## src/hw/rtl/mhnr_pkg.sv

```systemverilog
// ----------------------------------------------------------------------------
// mhnr_pkg
// Types and constants shared by the held-note retrigger block.
// ----------------------------------------------------------------------------
package mhnr_pkg;

    localparam int BYTE_W      = 8;
    localparam int COUNT_W     = 2;
    localparam int CFG_INDEX_W = 1;
    localparam int CFG_DATA_W  = 16;
    localparam int DIVISOR_W   = 16;

    localparam logic [3:0]            KIND_NOTE_ON  = 4'h9;
    localparam logic [3:0]            KIND_NOTE_OFF = 4'h8;
    localparam logic [BYTE_W-1:0]     STATUS_CLOCK  = 8'hF8;
    localparam logic [COUNT_W-1:0]    COUNT_FULL    = 2'd3;
    localparam logic [COUNT_W-1:0]    COUNT_NONE    = 2'd0;

    localparam logic [CFG_INDEX_W-1:0] CFG_TICK_PERIOD = 1'b0;
    localparam logic [CFG_INDEX_W-1:0] CFG_GATE_LENGTH = 1'b1;

    localparam logic [CFG_DATA_W-1:0] TICK_PERIOD_RESET = 16'd6;
    localparam logic [CFG_DATA_W-1:0] GATE_LENGTH_RESET = 16'd3;

    typedef struct packed {
        logic [3:0]        channel;
        logic [BYTE_W-1:0] note;
        logic [BYTE_W-1:0] velocity;
    } slot_t;

    typedef struct packed {
        logic done;
        logic zero;
    } rem_status_t;

endpackage

```

## src/hw/rtl/mhnr_msg_if.sv

```systemverilog
// ----------------------------------------------------------------------------
// mhnr_msg_if
// Incoming MIDI message channel with valid/ready handshake.
// ----------------------------------------------------------------------------
interface mhnr_msg_if;

    logic                          valid;
    logic                          ready;
    logic [mhnr_pkg::BYTE_W-1:0]   status_byte;
    logic [mhnr_pkg::BYTE_W-1:0]   first_data;
    logic [mhnr_pkg::BYTE_W-1:0]   second_data;
    logic [mhnr_pkg::COUNT_W-1:0]  byte_count;

    modport source (output valid, status_byte, first_data, second_data, byte_count,
                    input ready);
    modport sink   (input valid, status_byte, first_data, second_data, byte_count,
                    output ready);

endinterface

```

## src/hw/rtl/mhnr_result_if.sv

```systemverilog
// ----------------------------------------------------------------------------
// mhnr_result_if
// Outgoing MIDI message channel with valid/ready handshake.
// ----------------------------------------------------------------------------
interface mhnr_result_if;

    logic                          valid;
    logic                          ready;
    logic [mhnr_pkg::BYTE_W-1:0]   out_status;
    logic [mhnr_pkg::BYTE_W-1:0]   out_first;
    logic [mhnr_pkg::BYTE_W-1:0]   out_second;
    logic [mhnr_pkg::COUNT_W-1:0]  out_count;
    logic                          last_of_run;

    modport source (output valid, out_status, out_first, out_second, out_count,
                    last_of_run, input ready);
    modport sink   (input valid, out_status, out_first, out_second, out_count,
                    last_of_run, output ready);

endinterface

```

## src/hw/rtl/mhnr_cfg_if.sv

```systemverilog
// ----------------------------------------------------------------------------
// mhnr_cfg_if
// Configuration register write channel with valid/ready handshake.
// ----------------------------------------------------------------------------
interface mhnr_cfg_if;

    logic                              valid;
    logic                              ready;
    logic [mhnr_pkg::CFG_INDEX_W-1:0]  index;
    logic [mhnr_pkg::CFG_DATA_W-1:0]   data;

    modport source (output valid, index, data, input ready);
    modport sink   (input valid, index, data, output ready);

endinterface

```

## src/hw/rtl/midi_held_note_retrigger_top.sv

```systemverilog
// ----------------------------------------------------------------------------
// midi_held_note_retrigger_top
// Held-note table with clock-driven retrigger of note-ons and note-offs.
// ----------------------------------------------------------------------------
// note-on and note-off: a slot-a-cycle walk of the table, then an insert step for a note-on; no result
// pass-through: full messages other than notes, result registered from S_LAST; short non-clock ones dropped
// clock message: the bit-serial remainder unit (skipped when tick_period is zero), up to
//   two slot walks and then the clock itself in the output register, plus output stalls
// one message at a time; ready is low until the message is done and any result is in the output register
// reset: table empty, counters zero, tick_period 6, gate_length 3
module midi_held_note_retrigger_top #(
    parameter int TABLE_ENTRIES = 16,
    parameter int COUNTER_BITS  = 32
) (
    input  logic          clk,
    input  logic          rst_n,
    mhnr_cfg_if.sink      cfg,
    mhnr_msg_if.sink      message,
    mhnr_result_if.source result
);

    localparam int IDX_W = (TABLE_ENTRIES > 1) ? $clog2(TABLE_ENTRIES) : 1;
    localparam int HC_W  = $clog2(TABLE_ENTRIES + 1);
    localparam int BW    = mhnr_pkg::BYTE_W;
    localparam int CW    = mhnr_pkg::COUNT_W;
    localparam int DW    = mhnr_pkg::CFG_DATA_W;

    typedef enum logic [3:0] {
        S_IDLE,
        S_DECODE,
        S_SCAN,
        S_INSERT,
        S_DIV,
        S_GATE,
        S_ON_WALK,
        S_OFF_WALK,
        S_LAST
    } state_t;

    state_t                    state_reg;
    logic [DW-1:0]             tick_period_reg;
    logic [DW-1:0]             gate_length_reg;
    mhnr_pkg::slot_t           slots_reg [TABLE_ENTRIES];
    logic [TABLE_ENTRIES-1:0]  valid_reg;
    logic [HC_W-1:0]           held_count_reg;
    logic [COUNTER_BITS-1:0]   clock_count_reg;
    logic [COUNTER_BITS-1:0]   retrigger_time_reg;

    logic [BW-1:0]             status_reg;
    logic [BW-1:0]             first_reg;
    logic [BW-1:0]             second_reg;
    logic [CW-1:0]             count_reg;
    logic [IDX_W-1:0]          idx_reg;
    logic [IDX_W-1:0]          free_idx_reg;
    logic                      free_found_reg;
    logic                      found_reg;
    logic                      retrig_reg;
    logic                      off_reg;

    logic                      out_valid_reg;
    logic [BW-1:0]             out_status_reg;
    logic [BW-1:0]             out_first_reg;
    logic [BW-1:0]             out_second_reg;
    logic [CW-1:0]             out_count_reg;
    logic                      out_last_reg;

    logic                      out_free;
    logic                      is_clock;
    logic                      last_idx;
    logic                      slot_match;
    logic                      do_insert;
    logic [HC_W-1:0]           count_after_insert;
    logic [COUNTER_BITS-1:0]   elapsed;
    logic                      rem_start;
    mhnr_pkg::rem_status_t     rem_status;
    mhnr_pkg::slot_t           cur_slot;

    assign out_free  = !out_valid_reg || result.ready;
    assign is_clock  = (status_reg == mhnr_pkg::STATUS_CLOCK);
    assign last_idx  = (idx_reg == IDX_W'(TABLE_ENTRIES - 1));
    assign cur_slot  = slots_reg[idx_reg];
    assign slot_match = valid_reg[idx_reg]
                        && (cur_slot.channel == status_reg[3:0])
                        && (cur_slot.note == first_reg);
    assign do_insert = !found_reg && free_found_reg;
    assign count_after_insert = held_count_reg + HC_W'(do_insert);
    assign elapsed   = clock_count_reg - retrigger_time_reg;
    assign rem_start = (state_reg == S_DECODE) && (count_reg != mhnr_pkg::COUNT_NONE)
                       && is_clock && (tick_period_reg != '0);

    mhnr_rem_unit #(
        .COUNTER_BITS (COUNTER_BITS)
    ) u_rem (
        .clk      (clk),
        .rst_n    (rst_n),
        .start    (rem_start),
        .dividend (clock_count_reg),
        .divisor  (tick_period_reg),
        .status   (rem_status)
    );

    // slot payload, written on insert only
    always_ff @(posedge clk)
    begin
        if (state_reg == S_INSERT && do_insert)
        begin
            slots_reg[free_idx_reg] <= '{channel:  status_reg[3:0],
                                         note:     first_reg,
                                         velocity: second_reg};
        end
    end

    always_ff @(posedge clk or negedge rst_n)
    begin
        if (!rst_n)
        begin
            state_reg          <= S_IDLE;
            tick_period_reg    <= mhnr_pkg::TICK_PERIOD_RESET;
            gate_length_reg    <= mhnr_pkg::GATE_LENGTH_RESET;
            valid_reg          <= '0;
            held_count_reg     <= '0;
            clock_count_reg    <= '0;
            retrigger_time_reg <= '0;
            status_reg         <= '0;
            first_reg          <= '0;
            second_reg         <= '0;
            count_reg          <= '0;
            idx_reg            <= '0;
            free_idx_reg       <= '0;
            free_found_reg     <= 1'b0;
            found_reg          <= 1'b0;
            retrig_reg         <= 1'b0;
            off_reg            <= 1'b0;
            out_valid_reg      <= 1'b0;
            out_status_reg     <= '0;
            out_first_reg      <= '0;
            out_second_reg     <= '0;
            out_count_reg      <= '0;
            out_last_reg       <= 1'b0;
        end
        else
        begin
            if (result.ready)
            begin
                out_valid_reg <= 1'b0;
            end

            if (cfg.valid)
            begin
                unique case (cfg.index)
                    mhnr_pkg::CFG_TICK_PERIOD: tick_period_reg <= cfg.data;
                    mhnr_pkg::CFG_GATE_LENGTH: gate_length_reg <= cfg.data;
                    default: ;
                endcase
            end

            unique case (state_reg)
                S_IDLE:
                begin
                    if (message.valid)
                    begin
                        status_reg <= message.status_byte;
                        first_reg  <= message.first_data;
                        second_reg <= message.second_data;
                        count_reg  <= message.byte_count;
                        state_reg  <= S_DECODE;
                    end
                end

                S_DECODE:
                begin
                    idx_reg        <= '0;
                    found_reg      <= 1'b0;
                    free_found_reg <= 1'b0;
                    retrig_reg     <= 1'b0;
                    priority if (count_reg == mhnr_pkg::COUNT_NONE)
                        state_reg <= S_IDLE;
                    else if (is_clock)
                        state_reg <= (tick_period_reg != '0) ? S_DIV : S_GATE;
                    else if (count_reg != mhnr_pkg::COUNT_FULL)
                        state_reg <= S_IDLE;
                    else if (status_reg[7:4] == mhnr_pkg::KIND_NOTE_ON
                             || status_reg[7:4] == mhnr_pkg::KIND_NOTE_OFF)
                        state_reg <= S_SCAN;
                    else
                        state_reg <= S_LAST;
                end

                S_SCAN:
                begin
                    if (status_reg[7:4] == mhnr_pkg::KIND_NOTE_OFF)
                    begin
                        if (slot_match)
                        begin
                            valid_reg[idx_reg] <= 1'b0;
                            held_count_reg     <= held_count_reg - HC_W'(1);
                        end
                    end
                    else
                    begin
                        if (slot_match)
                            found_reg <= 1'b1;
                        if (!valid_reg[idx_reg] && !free_found_reg)
                        begin
                            free_found_reg <= 1'b1;
                            free_idx_reg   <= idx_reg;
                        end
                    end
                    if (last_idx)
                        state_reg <= (status_reg[7:4] == mhnr_pkg::KIND_NOTE_OFF)
                                     ? S_IDLE : S_INSERT;
                    else
                        idx_reg <= idx_reg + IDX_W'(1);
                end

                S_INSERT:
                begin
                    if (do_insert)
                    begin
                        valid_reg[free_idx_reg] <= 1'b1;
                        held_count_reg          <= count_after_insert;
                    end
                    // a note-on that leaves exactly one note held restarts the clock phase
                    if (count_after_insert == HC_W'(1))
                    begin
                        clock_count_reg    <= '0;
                        retrigger_time_reg <= '0;
                    end
                    state_reg <= S_IDLE;
                end

                S_DIV:
                begin
                    if (rem_status.done)
                    begin
                        if (rem_status.zero)
                        begin
                            retrig_reg         <= 1'b1;
                            retrigger_time_reg <= clock_count_reg;
                        end
                        state_reg <= S_GATE;
                    end
                end

                S_GATE:
                begin
                    off_reg <= COUNTER_BITS'(gate_length_reg) <= elapsed;
                    idx_reg <= '0;
                    priority if (retrig_reg)
                        state_reg <= S_ON_WALK;
                    else if (COUNTER_BITS'(gate_length_reg) <= elapsed)
                        state_reg <= S_OFF_WALK;
                    else
                        state_reg <= S_LAST;
                end

                S_ON_WALK, S_OFF_WALK:
                begin
                    if (!valid_reg[idx_reg] || out_free)
                    begin
                        if (valid_reg[idx_reg])
                        begin
                            out_valid_reg  <= 1'b1;
                            out_status_reg <= {(state_reg == S_ON_WALK)
                                               ? mhnr_pkg::KIND_NOTE_ON
                                               : mhnr_pkg::KIND_NOTE_OFF,
                                               cur_slot.channel};
                            out_first_reg  <= cur_slot.note;
                            out_second_reg <= (state_reg == S_ON_WALK)
                                              ? cur_slot.velocity : '0;
                            out_count_reg  <= mhnr_pkg::COUNT_FULL;
                            out_last_reg   <= 1'b0;
                        end
                        if (last_idx)
                        begin
                            idx_reg <= '0;
                            if (state_reg == S_ON_WALK && off_reg)
                                state_reg <= S_OFF_WALK;
                            else
                                state_reg <= S_LAST;
                        end
                        else
                        begin
                            idx_reg <= idx_reg + IDX_W'(1);
                        end
                    end
                end

                S_LAST:
                begin
                    if (out_free)
                    begin
                        out_valid_reg  <= 1'b1;
                        out_status_reg <= status_reg;
                        out_first_reg  <= count_reg[1] ? first_reg : '0;
                        out_second_reg <= (count_reg == mhnr_pkg::COUNT_FULL)
                                          ? second_reg : '0;
                        out_count_reg  <= count_reg;
                        out_last_reg   <= 1'b1;
                        if (is_clock)
                            clock_count_reg <= clock_count_reg + COUNTER_BITS'(1);
                        state_reg <= S_IDLE;
                    end
                end

                default:
                begin
                    state_reg <= S_IDLE;
                end
            endcase
        end
    end

    assign cfg.ready          = 1'b1;
    assign message.ready      = (state_reg == S_IDLE);
    assign result.valid       = out_valid_reg;
    assign result.out_status  = out_status_reg;
    assign result.out_first   = out_first_reg;
    assign result.out_second  = out_second_reg;
    assign result.out_count   = out_count_reg;
    assign result.last_of_run = out_last_reg;

endmodule

```

## src/hw/rtl/mhnr_rem_unit.sv

```systemverilog
// ----------------------------------------------------------------------------
// mhnr_rem_unit
// Bit-serial restoring remainder: one dividend bit per cycle.
// ----------------------------------------------------------------------------
module mhnr_rem_unit #(
    parameter int COUNTER_BITS = 32
) (
    input  logic                                clk,
    input  logic                                rst_n,
    input  logic                                start,
    input  logic [COUNTER_BITS-1:0]             dividend,
    input  logic [mhnr_pkg::DIVISOR_W-1:0]      divisor,
    output mhnr_pkg::rem_status_t               status
);

    localparam int CNT_W = $clog2(COUNTER_BITS + 1);
    localparam int DW    = mhnr_pkg::DIVISOR_W;

    logic                    busy_reg;
    logic                    done_reg;
    logic [CNT_W-1:0]        cnt_reg;
    logic [COUNTER_BITS-1:0] dividend_reg;
    logic [DW-1:0]           divisor_reg;
    logic [DW-1:0]           rem_reg;
    logic [DW:0]             trial;
    logic                    fits;

    assign trial = {rem_reg, dividend_reg[COUNTER_BITS-1]};
    assign fits  = trial >= {1'b0, divisor_reg};

    always_ff @(posedge clk or negedge rst_n)
    begin
        if (!rst_n)
        begin
            busy_reg     <= 1'b0;
            done_reg     <= 1'b0;
            cnt_reg      <= '0;
            dividend_reg <= '0;
            divisor_reg  <= '0;
            rem_reg      <= '0;
        end
        else
        begin
            done_reg <= 1'b0;
            if (start)
            begin
                busy_reg     <= 1'b1;
                cnt_reg      <= CNT_W'(COUNTER_BITS);
                dividend_reg <= dividend;
                divisor_reg  <= divisor;
                rem_reg      <= '0;
            end
            else if (busy_reg)
            begin
                rem_reg      <= fits ? DW'(trial - {1'b0, divisor_reg}) : trial[DW-1:0];
                dividend_reg <= {dividend_reg[COUNTER_BITS-2:0], 1'b0};
                cnt_reg      <= cnt_reg - CNT_W'(1);
                if (cnt_reg == CNT_W'(1))
                begin
                    busy_reg <= 1'b0;
                    done_reg <= 1'b1;
                end
            end
        end
    end

    assign status.done = done_reg;
    assign status.zero = (rem_reg == '0);

endmodule
```

## src/flat_wrapper.sv

```systemverilog
// flat-port wrapper written by rule: the top's interface ports become plain ports
module midi_held_note_retrigger_top_flat 
#(
    parameter int TABLE_ENTRIES = 16,
    parameter int COUNTER_BITS  = 32
)
  (clk, rst_n, cfg_valid, cfg_index, cfg_data, cfg_ready, message_valid, message_status_byte, message_first_data, message_second_data, message_byte_count, message_ready, result_valid, result_out_status, result_out_first, result_out_second, result_out_count, result_last_of_run, result_ready);
  mhnr_cfg_if cfg_i ();
  mhnr_msg_if message_i ();
  mhnr_result_if result_i ();
  input  logic clk;
  input  logic rst_n;
  input wire logic [$bits(cfg_i.valid)-1:0] cfg_valid;
  input wire logic [$bits(cfg_i.index)-1:0] cfg_index;
  input wire logic [$bits(cfg_i.data)-1:0] cfg_data;
  output wire logic [$bits(cfg_i.ready)-1:0] cfg_ready;
  input wire logic [$bits(message_i.valid)-1:0] message_valid;
  input wire logic [$bits(message_i.status_byte)-1:0] message_status_byte;
  input wire logic [$bits(message_i.first_data)-1:0] message_first_data;
  input wire logic [$bits(message_i.second_data)-1:0] message_second_data;
  input wire logic [$bits(message_i.byte_count)-1:0] message_byte_count;
  output wire logic [$bits(message_i.ready)-1:0] message_ready;
  output wire logic [$bits(result_i.valid)-1:0] result_valid;
  output wire logic [$bits(result_i.out_status)-1:0] result_out_status;
  output wire logic [$bits(result_i.out_first)-1:0] result_out_first;
  output wire logic [$bits(result_i.out_second)-1:0] result_out_second;
  output wire logic [$bits(result_i.out_count)-1:0] result_out_count;
  output wire logic [$bits(result_i.last_of_run)-1:0] result_last_of_run;
  input wire logic [$bits(result_i.ready)-1:0] result_ready;
  assign cfg_i.valid = cfg_valid;
  assign cfg_i.index = cfg_index;
  assign cfg_i.data = cfg_data;
  assign cfg_ready = cfg_i.ready;
  assign message_i.valid = message_valid;
  assign message_i.status_byte = message_status_byte;
  assign message_i.first_data = message_first_data;
  assign message_i.second_data = message_second_data;
  assign message_i.byte_count = message_byte_count;
  assign message_ready = message_i.ready;
  assign result_valid = result_i.valid;
  assign result_out_status = result_i.out_status;
  assign result_out_first = result_i.out_first;
  assign result_out_second = result_i.out_second;
  assign result_out_count = result_i.out_count;
  assign result_last_of_run = result_i.last_of_run;
  assign result_i.ready = result_ready;
  midi_held_note_retrigger_top #(.TABLE_ENTRIES(TABLE_ENTRIES), .COUNTER_BITS(COUNTER_BITS)) u_core (.clk(clk), .rst_n(rst_n), .cfg(cfg_i), .message(message_i), .result(result_i));
endmodule
```

## config.mk

```make
export PLATFORM = sky130hd
export DESIGN_NAME = midi_held_note_retrigger_top_flat
export DESIGN_NICKNAME = d
export VERILOG_FILES = /design/src/hw/rtl/mhnr_pkg.sv /design/src/hw/rtl/mhnr_msg_if.sv /design/src/hw/rtl/mhnr_result_if.sv /design/src/hw/rtl/mhnr_cfg_if.sv /design/src/hw/rtl/midi_held_note_retrigger_top.sv /design/src/hw/rtl/mhnr_rem_unit.sv /design/src/flat_wrapper.sv
export SDC_FILE = /design/constraint.sdc
export NUM_CORES = 1
export LEC_CHECK = 0
export BUFFER_PORTS_ARGS = -buffer_cell sky130_fd_sc_hd__clkbuf_2
export CAP_MARGIN = 20
export CORE_MARGIN = 8
export CORE_UTILIZATION = 35
export CTS_CLUSTER_SIZE = 12
export DETAILED_ROUTE_END_ITERATION = 10
export SETUP_SLACK_MARGIN = 0.4
export SLEW_MARGIN = 15
export SYNTH_ARGS = -nofsm -noshare
export SYNTH_HDL_FRONTEND = slang
export SYNTH_SLANG_ARGS = --single-unit
```

## constraint.sdc

```tcl
create_clock -name clk -period 11.7 [get_ports clk]
set_input_delay 2.34 -clock clk [delete_from_list [all_inputs] [get_ports clk]]
set_output_delay 2.34 -clock clk [all_outputs]
set_load 0.01 [all_outputs]
```

==> results.tsv <==
metric	value	unit
status	finished, final reports clean	
RSZ-0062 raised after global routing	no	
Hold Crit Class	reg2reg	
final setup fails	0	
overall routing resource usage	15.42	%
Core Area	76960	sq um
worst-skew pair later-pin latency	620	ps
met3 Resource Use GR	3.235	%
routed wire length	66900	microns
Final HPWL DP	42710	microns
vias in the first global route	17730	
Setup WS post-layout	6710	ps
Worst path slowest cell	nor4_1	
Routed wire per std cell	20.79	microns
Mapped Area	27030	sq um
Synth cell types	80	
layout cell share with drive strength beyond 1	19.15	%
Buffers on Ports	76	
Area Growth Syn to Fin	14.01	%
clock buffer depth	3	
largest family of logic cells by synthesized area	multiplexers	
nature of the critical path startpoint	flip-flop	
largest cells by area after synthesis	edfxtp_1 36%, dfrtp_1 24%, mux4_2 8.7%	
Top Usage Layer GRT	met2	
Largest register FFs	320	
Final Critical Period	4990	ps
Final Skew	43.40	ps
Post-Place Worst Slack	6823	ps
synthesized flop and latch total	579	
clock root cell	clkbuf_16	
first drt pass iteration count	5	
post-synthesis compound-gate area fraction	9.275	%
commonest cells in the synthesized netlist	320 x edfxtp_1, 255 x dfrtp_1, 200 x nand2_1, 120 x o21ai_0, 117 x nor2_1	
Initial Utilization	35.13	%
Critical Path RT	12130	ps
syn nets	2179	
Crit Path Max Fanout	7	
mux cell area share after synthesis	13.04	%
warning count from the yosys run	0	
Fmax	200.4	MHz
P_leak	11.54	nW
Resized Gates After CTS	0	
adder-cell share of the synthesized area	3.527	%
FILL cells	7165	
GP Congestion	0.8637	
Mean Syn Cell Area	13.15	sq um
initial antenna violation count	1	
global route overflow	0	
total vias in the final route	17350	
Min Hold Slack	484.3	ps
Clock Pin Slew Worst Setup and Hold Paths	50	ps
final hold violations	0	
Max IR drop VDD	0.2335	mV
Synth Flop Type	edfxtp_1	
Post-synth EDFFs	320	
cts hold-fix bufs	0	
Yosys top cell area share	35.54	%
Slew Viols, Final	0	
# Post-CTS Setup Buffers	0	
Global Route met1 Usage	20.58	%
number of remaining DRC errors	0	
max-cap violation count	0	
GR Layer Usage met2	25.26	%
initial DRC count	1507	
Layout Utilization	40.05	%
first-pass GRT wire length	105300	microns
Final ANT Viol Nets	0	
post-DR vias/cell	5.390	
Total Power	0.006611	W
period utilization	42.65	%
H-Tree Level Count	3	
worst setup path class	reg2reg	
I/O pin cnt	78	
Seq/Total Area, Yosys	59.54	%
Fin Setup TNS	0	ps
ys async rst share	44.73	%
post-synthesis xor/xnor area fraction	2.430	%
Power Density	214.5	nW/um^2
Top delay family on crit path	compound AO/OA/AOI/OAI gates	
Die ar.	86390	sq um
die width	293.9	microns
pin count of the biggest net entering global routing	102	
Critical Path AT	5420	ps
Post-Syn Instances	2056	
simple-gate portion of the synthesized area	9.353	%
n_diodes	0	
crit-path cells	inv_1 > ha_1 > fa_1 > nor2b_1 > o31ai_1 > a21oi_1 > a21oi_1 > a21o_1 > xor2_1 > ha_1 > nand4_1 > or4_1 > o2111ai_1 > nor3_1 > nand4_1 > a2111oi_0 > nand4_1 > nor4_1 > o21ai_0	
# clock sinks	579	
number of CTS-inserted buffers	66	
most frequent cell after synthesis	edfxtp_1	
Core Rows	102	
CP peak stage delay	550	ps
CP Capture Type	flip-flop	
CP dominant cell by count	nand4_1	
number of nets in the layout	2249	
CP bufs+invs	1	
normalized max-slew margin	18.79	%
die height	293.9	microns
CTS tree	yes	
Least-Margin Pin Slew	1207	ps
Yosys top cell by area	edfxtp_1	
report_power, final:
part,leakage [nW],internal [W],switching [W]
registers,6.23,0.00251,0.000418
logic,4.24,0.000767,0.000840
clock network,1.07,0.00121,0.000863
total,11.5,0.00449,0.00212
cell families after synthesis:
| family | after synthesis |
|---|---|
| flip-flops | 579 |
| buffers and inverters | 187 |
| XOR/XNOR | 75 |
| AND/OR/NAND/NOR | 536 |
| multiplexers | 213 |
| adder cells (fa/ha/maj) | 75 |
| AO/OA/AOI/OAI | 390 |
| other | 1 |
layer usage:
layer | part of all wire, % | vias to the layer above | wire [microns]
met5 | 0.012 | - | 8
met4 | 2.5 | 2 | 1681
met3 | 6.3 | 107 | 4186
met2 | 48 | 518 | 32180
met1 | 43 | 8829 | 28840
li1 | - | 7890 | -
per-stage QoR:
stage	cell area, sq um	instances
2_1_floorplan	27030	2056
3_3_place_gp	28600	3097
3_5_place_dp	28600	3097
4_1_cts	30800	3217
5_1_grt	30820	3218
6_report	30820	3218
cells in the final DEF (no fill, tap or decap), types with 44 or more instances in the layout:
| cell type | count |
|---|---|
| edfxtp_1 | 320 |
| dfrtp_1 | 252 |
| nand2_1 | 200 |
| o21ai_0 | 120 |
| mux4_2 | 105 |
| nor2_1 | 103 |
| inv_1 | 81 |
| clkbuf_2 | 75 |
| a21oi_1 | 74 |
| ha_1 | 73 |
| clkbuf_16 | 66 |
| mux2_2 | 63 |
| xnor2_1 | 45 |
| mux2i_1 | 45 |
| nand3_1 | 44 |
area by class of cell:
| class | count | area [sq um] | share of cell area (%) |
|---|---|---|---|
| repair buffers | 107 | 635.6 | 2.062 |
| flip-flops and latches | 579 | 16100 | 52.25 |
| inverters | 82 | 307.8 | 0.9986 |
| clock buffers | 94 | 1847 | 5.991 |
| multi-input cells | 1290 | 10270 | 33.33 |
| well taps | 1040 | 1301 | 4.222 |
| clock inverters | 26 | 354.1 | 1.149 |
worst min-delay path, stage by stage (launching register included):
cell     delay, ps
dfrtp_1        350
nand2_1         50
nand2_1         50
path summary, 6_finish.rpt:
check                                                        startpoint                                       to  slack (ps)  depth (start not counted)
worst max-delay path              u_core.clock_count_reg[0]$_DFFE_PN0P_          u_core.state_reg[1]$_DFFE_PN0P_        6710                         19
worst min-delay path            u_core.u_rem.divisor_reg[0]$_DFFE_PN0P_  u_core.u_rem.divisor_reg[0]$_DFFE_PN0P_         480                          2
worst max register to register    u_core.clock_count_reg[0]$_DFFE_PN0P_          u_core.state_reg[1]$_DFFE_PN0P_        6710                         19
worst min register to register  u_core.u_rem.divisor_reg[0]$_DFFE_PN0P_  u_core.u_rem.divisor_reg[0]$_DFFE_PN0P_         480                          2
max in group asynchronous                                         rst_n          u_core.u_rem.busy_reg$_DFF_PN0_        7730                          3
min in group asynchronous                                         rst_n      u_core.u_rem.rem_reg[9]$_DFFE_PN0P_        1680                          1
(Power assumes the default switching activity.)
